===== src/rtl/civd_pkg.sv =====
package civd_pkg;

   localparam int STAGES = 9;

   localparam logic [17:0] ERA_DAYS = 18'd146097;
   localparam logic [17:0] LEAP_ERA_END = 18'd146096;
   localparam logic [17:0] CENTURY_DAYS = 18'd36524;

   // date to day count: year bias of 165 eras, era bias plus epoch shift
   localparam logic [18:0] YEAR_BIAS = 19'd66000;
   localparam logic [25:0] DAYS_BIAS = 26'd24825473;

   // day count to date: epoch shift plus 110 eras, year bias of 110 eras
   localparam logic [25:0] COUNT_BIAS = 26'd16790138;
   localparam logic [17:0] ERA_YEAR_BIAS = 18'd44000;

   // reciprocal multipliers, ceil(2^k / d)
   localparam logic [23:0] DIV400_MUL = 24'(((64'd1 << 32) + 64'd399) / 64'd400);
   localparam logic [26:0] DIVERA_MUL = 27'(((64'd1 << 44) + 64'd146096) / 64'd146097);
   localparam logic [21:0] DIV1460_MUL = 22'(((64'd1 << 32) + 64'd1459) / 64'd1460);
   localparam logic [23:0] DIV365_MUL = 24'(((64'd1 << 32) + 64'd364) / 64'd365);
   localparam logic [12:0] DIV153_MUL = 13'(((64'd1 << 20) + 64'd152) / 64'd153);

   localparam logic [3:0] MONTH_FEB = 4'd2;
   localparam logic [3:0] SLOT_JAN = 4'd10;

   // first day of each march-based month slot
   function automatic logic [8:0] month_base(input logic [3:0] mp);
      logic [8:0] base;
      case (mp)
         4'd0: base = 9'd0;
         4'd1: base = 9'd31;
         4'd2: base = 9'd61;
         4'd3: base = 9'd92;
         4'd4: base = 9'd122;
         4'd5: base = 9'd153;
         4'd6: base = 9'd184;
         4'd7: base = 9'd214;
         4'd8: base = 9'd245;
         4'd9: base = 9'd275;
         4'd10: base = 9'd306;
         4'd11: base = 9'd337;
         4'd12: base = 9'd367;
         default: base = 9'd0;
      endcase
      return base;
   endfunction

   // year of era divided by 100
   function automatic logic [1:0] div100(input logic [8:0] yoe);
      logic [1:0] q;
      if (yoe >= 9'd300) begin
         q = 2'd3;
      end else if (yoe >= 9'd200) begin
         q = 2'd2;
      end else if (yoe >= 9'd100) begin
         q = 2'd1;
      end else begin
         q = 2'd0;
      end
      return q;
   endfunction

endpackage


===== src/rtl/civd_to_days.sv =====
module civd_to_days (
   input  logic                         clock,
   input  logic [civd_pkg::STAGES:1]    load,
   input  logic                         clear_out,
   input  logic signed [16:0]           year_in,
   input  logic [3:0]                   month_in,
   input  logic [4:0]                   day_in,
   output logic signed [24:0]           days_out
);

   logic        early;
   logic [3:0]  mp1;
   logic [18:0] ysum1;
   logic [17:0] u1_in, u1_ff;
   logic [9:0]  doy1_in, doy1_ff;

   logic [41:0] prod2;
   logic [8:0]  q2_in, q2_ff;
   logic [17:0] u2_ff;
   logic [9:0]  doy2_ff;

   logic [8:0]  yoe3_in, yoe3_ff;
   logic [8:0]  q3_ff;
   logic [9:0]  doy3_ff;

   logic [18:0] doe4_in, doe4_ff;
   logic [25:0] ebase4_in, ebase4_ff;

   logic [25:0] r5_in, r5_ff;

   logic [24:0] sat6_in;
   logic [24:0] d6_ff, d7_ff, d8_ff, d9_ff;

   // stage 1: shift to march-based year, bias year positive, day of year
   always_comb begin
      early = (month_in <= civd_pkg::MONTH_FEB);
      mp1 = early ? month_in + 4'd9 : month_in - 4'd3;
      ysum1 = {{2{year_in[16]}}, year_in} + civd_pkg::YEAR_BIAS - {18'd0, early};
      u1_in = ysum1[17:0];
      doy1_in = {1'b0, civd_pkg::month_base(mp1)} + {5'd0, day_in} - 10'd1;
   end

   // stage 2: era index by reciprocal multiply
   assign prod2 = u1_ff * civd_pkg::DIV400_MUL;
   assign q2_in = prod2[40:32];

   // stage 3: year of era
   assign yoe3_in = 9'(u2_ff - 18'(q2_ff) * 18'd400);

   // stage 4: day of era and era base
   always_comb begin
      doe4_in = 19'(yoe3_ff) * 19'd365 + 19'(yoe3_ff[8:2])
              - 19'(civd_pkg::div100(yoe3_ff)) + {{9{doy3_ff[9]}}, doy3_ff};
      ebase4_in = 26'(q3_ff) * 26'(civd_pkg::ERA_DAYS);
   end

   // stage 5: day count before clamp
   assign r5_in = ebase4_ff + {{7{doe4_ff[18]}}, doe4_ff} - civd_pkg::DAYS_BIAS;

   // stage 6: clamp to 25 bits
   always_comb begin
      if (!r5_ff[25] && r5_ff[24]) begin
         sat6_in = 25'h0FFFFFF;
      end else if (r5_ff[25] && !r5_ff[24]) begin
         sat6_in = 25'h1000000;
      end else begin
         sat6_in = r5_ff[24:0];
      end
   end

   always_ff @(posedge clock) begin
      if (load[1]) begin
         u1_ff <= u1_in;
         doy1_ff <= doy1_in;
      end
      if (load[2]) begin
         q2_ff <= q2_in;
         u2_ff <= u1_ff;
         doy2_ff <= doy1_ff;
      end
      if (load[3]) begin
         yoe3_ff <= yoe3_in;
         q3_ff <= q2_ff;
         doy3_ff <= doy2_ff;
      end
      if (load[4]) begin
         doe4_ff <= doe4_in;
         ebase4_ff <= ebase4_in;
      end
      if (load[5]) begin
         r5_ff <= r5_in;
      end
      if (load[6]) begin
         d6_ff <= sat6_in;
      end
      if (load[7]) begin
         d7_ff <= d6_ff;
      end
      if (load[8]) begin
         d8_ff <= d7_ff;
      end
      if (load[9]) begin
         d9_ff <= clear_out ? 25'd0 : d8_ff;
      end
   end

   assign days_out = $signed(d9_ff);

endmodule


===== src/rtl/civd_to_date.sv =====
module civd_to_date (
   input  logic                         clock,
   input  logic [civd_pkg::STAGES:1]    load,
   input  logic                         clear_out,
   input  logic signed [24:0]           days_in,
   output logic signed [16:0]           year_out,
   output logic [3:0]                   month_out,
   output logic [4:0]                   day_out
);

   logic [25:0] u1_in, u1_ff;

   logic [52:0] prod2;
   logic [7:0]  q2_in, q2_ff;
   logic [25:0] u2_ff;

   logic [17:0] doe3_in, doe3_ff;
   logic [7:0]  q3_ff;

   logic [39:0] prod4;
   logic [6:0]  n4_in, n4_ff;
   logic [2:0]  c4_in, c4_ff;
   logic        dl4_in, dl4_ff;
   logic [17:0] doe4_ff;
   logic [7:0]  q4_ff;

   logic [17:0] num5_in, num5_ff;
   logic [17:0] doe5_ff;
   logic [7:0]  q5_ff;

   logic [41:0] prod6;
   logic [8:0]  yoe6_in, yoe6_ff;
   logic [17:0] doe6_ff;
   logic [7:0]  q6_ff;

   logic [8:0]  doy7_in, doy7_ff;
   logic [8:0]  yoe7_ff;
   logic [7:0]  q7_ff;

   logic [10:0] lin8;
   logic [23:0] prod8;
   logic [3:0]  mp8_in, mp8_ff;
   logic [8:0]  doy8_ff;
   logic [8:0]  yoe8_ff;
   logic [7:0]  q8_ff;

   logic        late9;
   logic [8:0]  dsum9;
   logic [3:0]  mon9;
   logic [17:0] ysum9;
   logic [16:0] year9_ff;
   logic [3:0]  month9_ff;
   logic [4:0]  day9_ff;

   // stage 1: shift epoch to march 0000 and bias positive
   assign u1_in = {days_in[24], days_in} + civd_pkg::COUNT_BIAS;

   // stage 2: era index by reciprocal multiply
   assign prod2 = u1_ff * civd_pkg::DIVERA_MUL;
   assign q2_in = prod2[51:44];

   // stage 3: day of era
   assign doe3_in = 18'(u2_ff - 26'(q2_ff) * 26'(civd_pkg::ERA_DAYS));

   // stage 4: leap corrections
   always_comb begin
      prod4 = doe3_ff * civd_pkg::DIV1460_MUL;
      n4_in = prod4[38:32];
      c4_in = {2'd0, doe3_ff >= civd_pkg::CENTURY_DAYS}
            + {2'd0, doe3_ff >= 18'd73048}
            + {2'd0, doe3_ff >= 18'd109572}
            + {2'd0, doe3_ff >= civd_pkg::LEAP_ERA_END};
      dl4_in = (doe3_ff == civd_pkg::LEAP_ERA_END);
   end

   // stage 5
   assign num5_in = doe4_ff - 18'(n4_ff) + 18'(c4_ff) - 18'(dl4_ff);

   // stage 6: year of era
   assign prod6 = num5_ff * civd_pkg::DIV365_MUL;
   assign yoe6_in = prod6[40:32];

   // stage 7: day of march-based year
   assign doy7_in = 9'(doe6_ff - (18'(yoe6_ff) * 18'd365 + 18'(yoe6_ff[8:2])
                    - 18'(civd_pkg::div100(yoe6_ff))));

   // stage 8: month slot
   always_comb begin
      lin8 = 11'(doy7_ff) * 11'd5 + 11'd2;
      prod8 = lin8 * civd_pkg::DIV153_MUL;
      mp8_in = prod8[23:20];
   end

   // stage 9: civil date
   always_comb begin
      late9 = (mp8_ff >= civd_pkg::SLOT_JAN);
      mon9 = late9 ? mp8_ff - 4'd9 : mp8_ff + 4'd3;
      dsum9 = doy8_ff - civd_pkg::month_base(mp8_ff) + 9'd1;
      ysum9 = 18'(yoe8_ff) + 18'(q8_ff) * 18'd400 - civd_pkg::ERA_YEAR_BIAS
            + {17'd0, late9};
   end

   always_ff @(posedge clock) begin
      if (load[1]) begin
         u1_ff <= u1_in;
      end
      if (load[2]) begin
         q2_ff <= q2_in;
         u2_ff <= u1_ff;
      end
      if (load[3]) begin
         doe3_ff <= doe3_in;
         q3_ff <= q2_ff;
      end
      if (load[4]) begin
         n4_ff <= n4_in;
         c4_ff <= c4_in;
         dl4_ff <= dl4_in;
         doe4_ff <= doe3_ff;
         q4_ff <= q3_ff;
      end
      if (load[5]) begin
         num5_ff <= num5_in;
         doe5_ff <= doe4_ff;
         q5_ff <= q4_ff;
      end
      if (load[6]) begin
         yoe6_ff <= yoe6_in;
         doe6_ff <= doe5_ff;
         q6_ff <= q5_ff;
      end
      if (load[7]) begin
         doy7_ff <= doy7_in;
         yoe7_ff <= yoe6_ff;
         q7_ff <= q6_ff;
      end
      if (load[8]) begin
         mp8_ff <= mp8_in;
         doy8_ff <= doy7_ff;
         yoe8_ff <= yoe7_ff;
         q8_ff <= q7_ff;
      end
      if (load[9]) begin
         year9_ff <= clear_out ? 17'd0 : ysum9[16:0];
         month9_ff <= clear_out ? 4'd0 : mon9;
         day9_ff <= clear_out ? 5'd0 : dsum9[4:0];
      end
   end

   assign year_out = $signed(year9_ff);
   assign month_out = month9_ff;
   assign day_out = day9_ff;

endmodule


===== src/rtl/civil_date_day_count_converter_core.sv =====
// each accepted request moves through all pipeline stages to its response
// throughput: one transaction per cycle while rsp_stall is low; no stall source inside the pipeline
// stall backs up stage by stage; empty stages keep filling while a response waits
// reset clears the stage valid bits only; no other state
module civil_date_day_count_converter_core (
   input  logic               clock,
   input  logic               reset,
   input  logic               req_valid,
   output logic               req_stall,
   input  logic               req_cmd,
   input  logic signed [16:0] req_year_in,
   input  logic [3:0]         req_month_in,
   input  logic [4:0]         req_day_in,
   input  logic signed [24:0] req_days_in,
   output logic               rsp_valid,
   input  logic               rsp_stall,
   output logic signed [24:0] rsp_days_out,
   output logic signed [16:0] rsp_year_out,
   output logic [3:0]         rsp_month_out,
   output logic [4:0]         rsp_day_out
);

   logic [civd_pkg::STAGES:1]   free;
   logic [civd_pkg::STAGES:1]   v_in, v_ff;
   logic [civd_pkg::STAGES-1:1] cmd_in, cmd_ff;

   // a stage loads when it is empty or its contents move on
   always_comb begin
      free[civd_pkg::STAGES] = !v_ff[civd_pkg::STAGES] || !rsp_stall;
      for (int i = civd_pkg::STAGES - 1; i >= 1; i--) begin
         free[i] = !v_ff[i] || free[i+1];
      end
   end

   always_comb begin
      v_in[1] = free[1] ? req_valid : v_ff[1];
      for (int i = 2; i <= civd_pkg::STAGES; i++) begin
         v_in[i] = free[i] ? v_ff[i-1] : v_ff[i];
      end
      cmd_in[1] = free[1] ? req_cmd : cmd_ff[1];
      for (int i = 2; i <= civd_pkg::STAGES - 1; i++) begin
         cmd_in[i] = free[i] ? cmd_ff[i-1] : cmd_ff[i];
      end
   end

   always_ff @(posedge clock) begin
      if (reset) begin
         v_ff <= '0;
      end else begin
         v_ff <= v_in;
      end
      cmd_ff <= cmd_in;
   end

   assign req_stall = !free[1];
   assign rsp_valid = v_ff[civd_pkg::STAGES];

   civd_to_days u_to_days (
      .clock     (clock),
      .load      (free),
      .clear_out (cmd_ff[civd_pkg::STAGES-1]),
      .year_in   (req_year_in),
      .month_in  (req_month_in),
      .day_in    (req_day_in),
      .days_out  (rsp_days_out)
   );

   civd_to_date u_to_date (
      .clock     (clock),
      .load      (free),
      .clear_out (!cmd_ff[civd_pkg::STAGES-1]),
      .days_in   (req_days_in),
      .year_out  (rsp_year_out),
      .month_out (rsp_month_out),
      .day_out   (rsp_day_out)
   );

endmodule

===== config.mk =====
export PLATFORM = sky130hd
export DESIGN_NAME = civil_date_day_count_converter_core
export DESIGN_NICKNAME = d
export VERILOG_FILES = /design/src/rtl/civd_pkg.sv /design/src/rtl/civd_to_days.sv /design/src/rtl/civd_to_date.sv /design/src/rtl/civil_date_day_count_converter_core.sv
export SDC_FILE = /design/constraint.sdc
export NUM_CORES = 2
export LEC_CHECK = 0
export BUFFER_PORTS_ARGS = -buffer_cell sky130_fd_sc_hd__buf_4
export CORE_ASPECT_RATIO = 1.5
export CORE_MARGIN = 5
export CORE_UTILIZATION = 53
export CTS_CLUSTER_DIAMETER = 200
export CTS_CLUSTER_SIZE = 30
export DETAILED_ROUTE_END_ITERATION = 10
export PLACE_DENSITY = 0.73
export SETUP_SLACK_MARGIN = 0.02
export SYNTH_ARGS = -nofsm -noshare
export SYNTH_HDL_FRONTEND = slang
export SYNTH_SLANG_ARGS = --single-unit

===== constraint.sdc =====
create_clock -name clock -period 9.7 [get_ports clock]
set_clock_uncertainty 0.2 [all_clocks]
set_input_delay 1.455 -clock clock [delete_from_list [all_inputs] [get_ports clock]]
set_output_delay 1.455 -clock clock [all_outputs]
set_load 0.005 [all_outputs]

[Yosys cells after proc, flatten, opt, wreduce, memory -nomap -nowiden]
Memories as Yosys holds them, arrays and structs flattened. A register that Yosys moved wholly into a read port is not among the register bits.
Cells that the tools add are included.
Storage, ports and cells
  flip-flop bits (word level): 526
  memory bits (read-only): 288
  bits of input ports: 56
  output and inout port bits: 53
  logic and storage cells: 150
  memories: 2
Memories
  (no name shown): depth 16, width 9, rd ports 1, clocked after memory_dff 1, wr ports 0, line civd_pkg.sv:30  | case (mp)
  (no name shown): depth 16, width 9, rd ports 1, clocked after memory_dff 0, wr ports 0, line civd_pkg.sv:30
Cells by class
  add/sub/neg operators: 31
  $mul: 12
  magnitude comparators: 12
  equality and inequality tests: 1
  mux-type cells: 10
  reductions and logical operators: 24
Operators by type and width (number)
  $mul A26 B24 Y49 const B: 1
  $mul A18 B24 Y41 const B: 1
  $mul A18 B23 Y40 const B: 1
  $mul A18 B22 Y39 const B: 1
  $ge A18 B17 Y1 const B: 2
  $sub A18 B1 Y18: 2
  $add A26 B25 Y26 const B: 1
  $add A26 B26 Y26: 1
  $mul A9 B18 Y26 const B: 1
  $sub A26 B25 Y26 const B: 1
  $mux W25: 1
  $mul A11 B12 Y23 const B: 1
  $add A18 B7 Y19: 1
  $add A19 B19 Y19: 1
  $sub A19 B2 Y19: 1
  $add A17 B18 Y18 const B: 1
  $add A18 B3 Y18: 1
  $eq A18 B18 Y1 const B: 1
  $ge A18 B16 Y1 const B: 1
  $ge A18 B18 Y1 const B: 1
  $ge A9 B7 Y1 const B: 2
  $ge A9 B8 Y1 const B: 2
  $ge A9 B9 Y1 const B: 2
  $mul A8 B18 Y18 const B: 1
  other kinds (32): 61

[Depth between registers and ports, before layout]
  word-level depth: 11
  mapped depth: 35
  depth with buffers taken out: 35

[Modules after synthesis]
From an unflattened synthesis, not the netlist that was laid out.
Unflattened totals
  cells, all modules: 5630
  area total of the unflattened synthesis: 63787.4 µm²
By module, submodules not included
  civd_to_date: instances 1, cells an instance 3529, area each 39895.8 µm²
  civd_to_days: instances 1, cells an instance 2048, area each 23236.0 µm²
  civil_date_day_count_converter_core: instances 1, cells an instance 53, area each 655.6 µm²

[Worst setup path after synthesis]
Ideal clock, no wire load.
  kind: register -> register
  start: register u_to_date.doy7_ff[1]
  end: register (tool-made name)
  setup time: 0.127 ns
  arrival time: 7.397 ns
  required time: 9.373 ns
  setup slack: 1.977 ns
  stages on the path, launching flop included: 34
  buffers on the path: 0
  clock period less this slack: 7.723 ns
  path through: edfxtp_1 > ha_1 > ha_1 > o211a_1 > o21a_1 > o21a_1 > o21a_1 > o21ai_0 > nand2b_1 > a21oi_1 > o21bai_1 > xor2_1 > ha_1 > inv_1 > fa_1 > fa_1 > fa_1 > fa_1 > inv_1 > ha_1 > a21o_1 > a21o_1 > a21oi_1 > o211ai_1 > a21o_1 > a21oi_1 > xnor2_1 > mux2i_1 > ha_1 > nor4_1 > o21a_1 > a41oi_1 > a32oi_1 > o211ai_1
RTL lines
  start, declared: line civd_to_date.sv:36  | logic [8:0] doy7_in, doy7_ff;
  start signal, assigned: line civd_to_date.sv:133  | doy7_ff <= doy7_in;

==> flow_summary.json <==
{
  "status": "complete, no violations",
  "ys.warnings.count": 0,
  "cp.buffers_inverters": 3,
  "clkLatencyLatePin_ns": 0.62,
  "cts_buffer_depth": 3,
  "post_synth_instance_area_um2": 63500,
  "synth_edf_count": 517,
  "dp_slack_ns": 1.41,
  "drv_slew": 0,
  "die_h_um": 434,
  "synth_top_family_by_area": "adder cells",
  "insertedDiodeCount": 0,
  "timing.final.crit_share_pct": 85.9,
  "setup_viol": 0,
  "synth_area_leaders": "fa_1, ha_1, edfxtp_1",
  "synth_ff_type": "edfxtp_1",
  "synth.avg_cell_area_um2": 11.3,
  "synthAdderAreaFrac_pct": 51.9,
  "cts_tree": "done",
  "io_buffers": 108,
  "rsz0062_at_grt": "false",
  "met2_usage_pct": 41.6,
  "drc": 0,
  "dieArea_um2": 127000,
  "start_util_pct": 53.3,
  "cts_made_buffers": 21,
  "regArea_um2": 15800,
  "rows": 155,
  "grt_use_met1_pct": 22.9,
  "crit_fanout": 6,
  "critPathArrivalTime_ns": 8.63,
  "fin_setup_tns_ns": 0,
  "busiest_layer": "met2",
  "fmax_ghz": 0.120,
  "clkSlewWorstSetupHoldPaths_ns": 0.11,
  "synthXorXnorAreaFrac_pct": 3.33,
  "endpoint_kind": "flop",
  "wirelength_um": 129000,
  "synth_top_cell_by_area": "fa_1",
  "antenna_found_initial": 0,
  "multi_input_area_um2": 41900,
  "htree_num_levels": 1,
  "path_class": "reg -> reg",
  "holdPathStages": 0,
  "muxShareOfSynthArea_pct": 0.116,
  "max_slew_margin_pct": 14.7,
  "grt_usage_pct": 21.1,
  "max_stage_delay_ns": 0.55,
  "routabilityCongestion": 0.948,
  "maxCapViolCount": 0,
  "dr.first_iter.drc_count": 1480,
  "wl_per_cell_um": 17.6,
  "synth_cell_types": 70,
  "finalCriticalPeriod_ns": 8.34,
  "cpMaxStageDelayCell": "fa_1",
  "routed-via-count": 38300,
  "tightestPinTransition_ns": 1.28,
  "synth_compound_area_share_pct": 5.74,
  "layout_common_cells": "inv_1, ha_1, fa_1",
  "drive_gt1_share_pct": 3.26,
  "synth_fp_nets": 7782,
  "post_cts_buffers": 0,
  "nFillCells": 10100,
  "clk_root_buffer_cell": "clkbuf_16",
  "grt_pass1_vias": 42600,
  "drtPass1Iterations": 7,
  "start_kind": "flop",
  "grt_pass1_wl_um": 214000,
  "cpMostUsedCell": "ha_1",
  "hold_class": "reg -> reg",
  "ys_ff_latch": 531,
  "met3_usage_pct": 1.48,
  "routed_via_density": 5.24,
  "setup_slack_ns": 1.36,
  "antenna_left": 0,
  "grt_max_degree": 63,
  "synthArstFlopShare_pct": 0,
  "worstHoldStart": "u_to_date.q5_ff[1]",
  "dp_hpwl_um": 114000,
  "ys_seq_area_share_pct": 24.9,
  "worstReg2RegStart": "u_to_date.doy7_ff[1]",
  "syn_inst": 5610,
  "gr-total-overflow": 0,
  "rr_worst_depth": 33,
  "io_pins": 109,
  "die_x_um": 293,
  "fin_nets": 7903,
  "core_area_um2": 119000,
  "final_core_util_pct": 56.2,
  "synth_top_cell_area_share_pct": 27.3,
  "crit_family": "adder cells",
  "cts_resized": 0,
  "yosys.area_share.simple_pct": 4.89,
  "min_to": "u_to_date.q6_ff[1]",
  "clkSinkCount": 531,
  "area_delta_synth_final_pct": 5.34,
  "r2r_slack_ns": 1.36,
  "final_common_cell": "inv_1",
  "cts-hold-fix-buffers": 0,
  "required_ns": 10.00,
  "finalHoldViolCount": 0
}
state kept, by name, indices dropped and copies added (netlist names), 10 cells and up, named ones only:
register and cells:
u_to_days.d8_ff 25, u_to_days.days_out 25, u_to_days.d6_ff 25, u_to_days.doy2_ff 10
u_to_date.num5_ff 18, u_to_days.doy1_ff 10, u_to_date.year_out 17, u_to_days.ebase4_ff 26
u_to_date.u1_ff 26, u_to_date.doe3_ff 18, u_to_days.doy3_ff 10, u_to_days.doe4_ff 19
u_to_days.d7_ff 25, u_to_days.u1_ff 18, u_to_days.r5_ff 26, u_to_date.doe4_ff 18
u_to_date.u2_ff 18
synth_stat cells, types with 4 or more instances:
master        n
a21boi_0      8
nand2_1     118
xnor2_1     178
ha_1       1249
a21oi_1     154
nand3b_1      5
a21o_1       72
nor3_1       53
o311ai_0      6
dfxtp_1      14
a31oi_1      18
a31o_2        4
o2111ai_1     8
inv_1      1512
or2_2        19
o31a_1        4
nor2b_1      53
o41ai_1       6
o21ai_0     110
nand2b_1     18
and2_1       37
edfxtp_1    517
xor2_1       61
a221oi_1      5
o211ai_1     20
a211oi_1     17
nor2_1      170
o21a_1       32
o21bai_1     29
a2111oi_0     7
o31ai_1       8
nand3_1      54
a211o_1       9
o211a_1       6
or3_1        12
a311oi_1      5
nor3b_1       5
or4_1         7
and3_1       24
mux2i_1       4
clkbuf_1     23
nor4_1        9
fa_1        867
nand4_1      33
worst max path at each step:
| stage | end | from | depth (start not counted) | slack (ns) |
|---|---|---|---|---|
| floorplan | flop | u_to_date.doy7_ff[1] | 33 | 1.98 |
| global placement | flop | u_to_date.doy7_ff[1] | 33 | 1.47 |
| detailed placement | flop | u_to_date.doy7_ff[1] | 33 | 1.41 |
| CTS | flop | u_to_date.doy7_ff[1] | 33 | 1.39 |
| global route | flop | u_to_date.doy7_ff[1] | 33 | 0.82 |
| finish | flop | u_to_date.doy7_ff[1] | 33 | 1.36 |
cells by family (layout without fill, tap and decap cells):
| logic type | count (synthesis) | after routing |
|---|---|---|
| adder cells (fa/ha/maj) | 2116 | 2116 |
| buffers and inverters | 1536 | 1666 |
| AO/OA/AOI/OAI | 554 | 554 |
| flip-flops | 531 | 531 |
| XOR/XNOR | 240 | 240 |
| AND/OR/NAND/NOR | 626 | 626 |
| multiplexers | 7 | 7 |
layout make-up:
| cell class | instances | share of cell area [%] |
|---|---|---|
| Tap cell | 1570 | 2.94 |
| Inverter | 1513 | 8.49 |
| Clock buffer | 30 | 0.836 |
| Sequential cell | 531 | 23.6 |
| Clock inverter | 2 | 0.0299 |
| Multi-Input combinational cell | 3543 | 62.7 |
| Timing Repair Buffer | 121 | 1.36 |
through the flow:
| step | area (um^2) | std cells | hold slack, ns |
|---|---|---|---|
| after floorplan | 63500 | 5610 | 0.200 |
| after global routing | 66900 | 7310 | 0.217 |
| after detailed placement | 66300 | 7278 | 0.205 |
| final | 66900 | 7310 | 0.210 |
| after global placement | 66300 | 7278 | 0.201 |
| after CTS | 66900 | 7310 | 0.210 |
metal layers:
metal | vias to the layer above | share of wire, %
met2 | 681 | 56
met1 | 19000 | 36
met5 | - | 0
met3 | 308 | 2.4
li1 | 18400 | -
met4 | 0 | 5.6
Power is not shown: default switching activity piles up to over one toggle a cycle in this logic, so the estimate is an artifact.
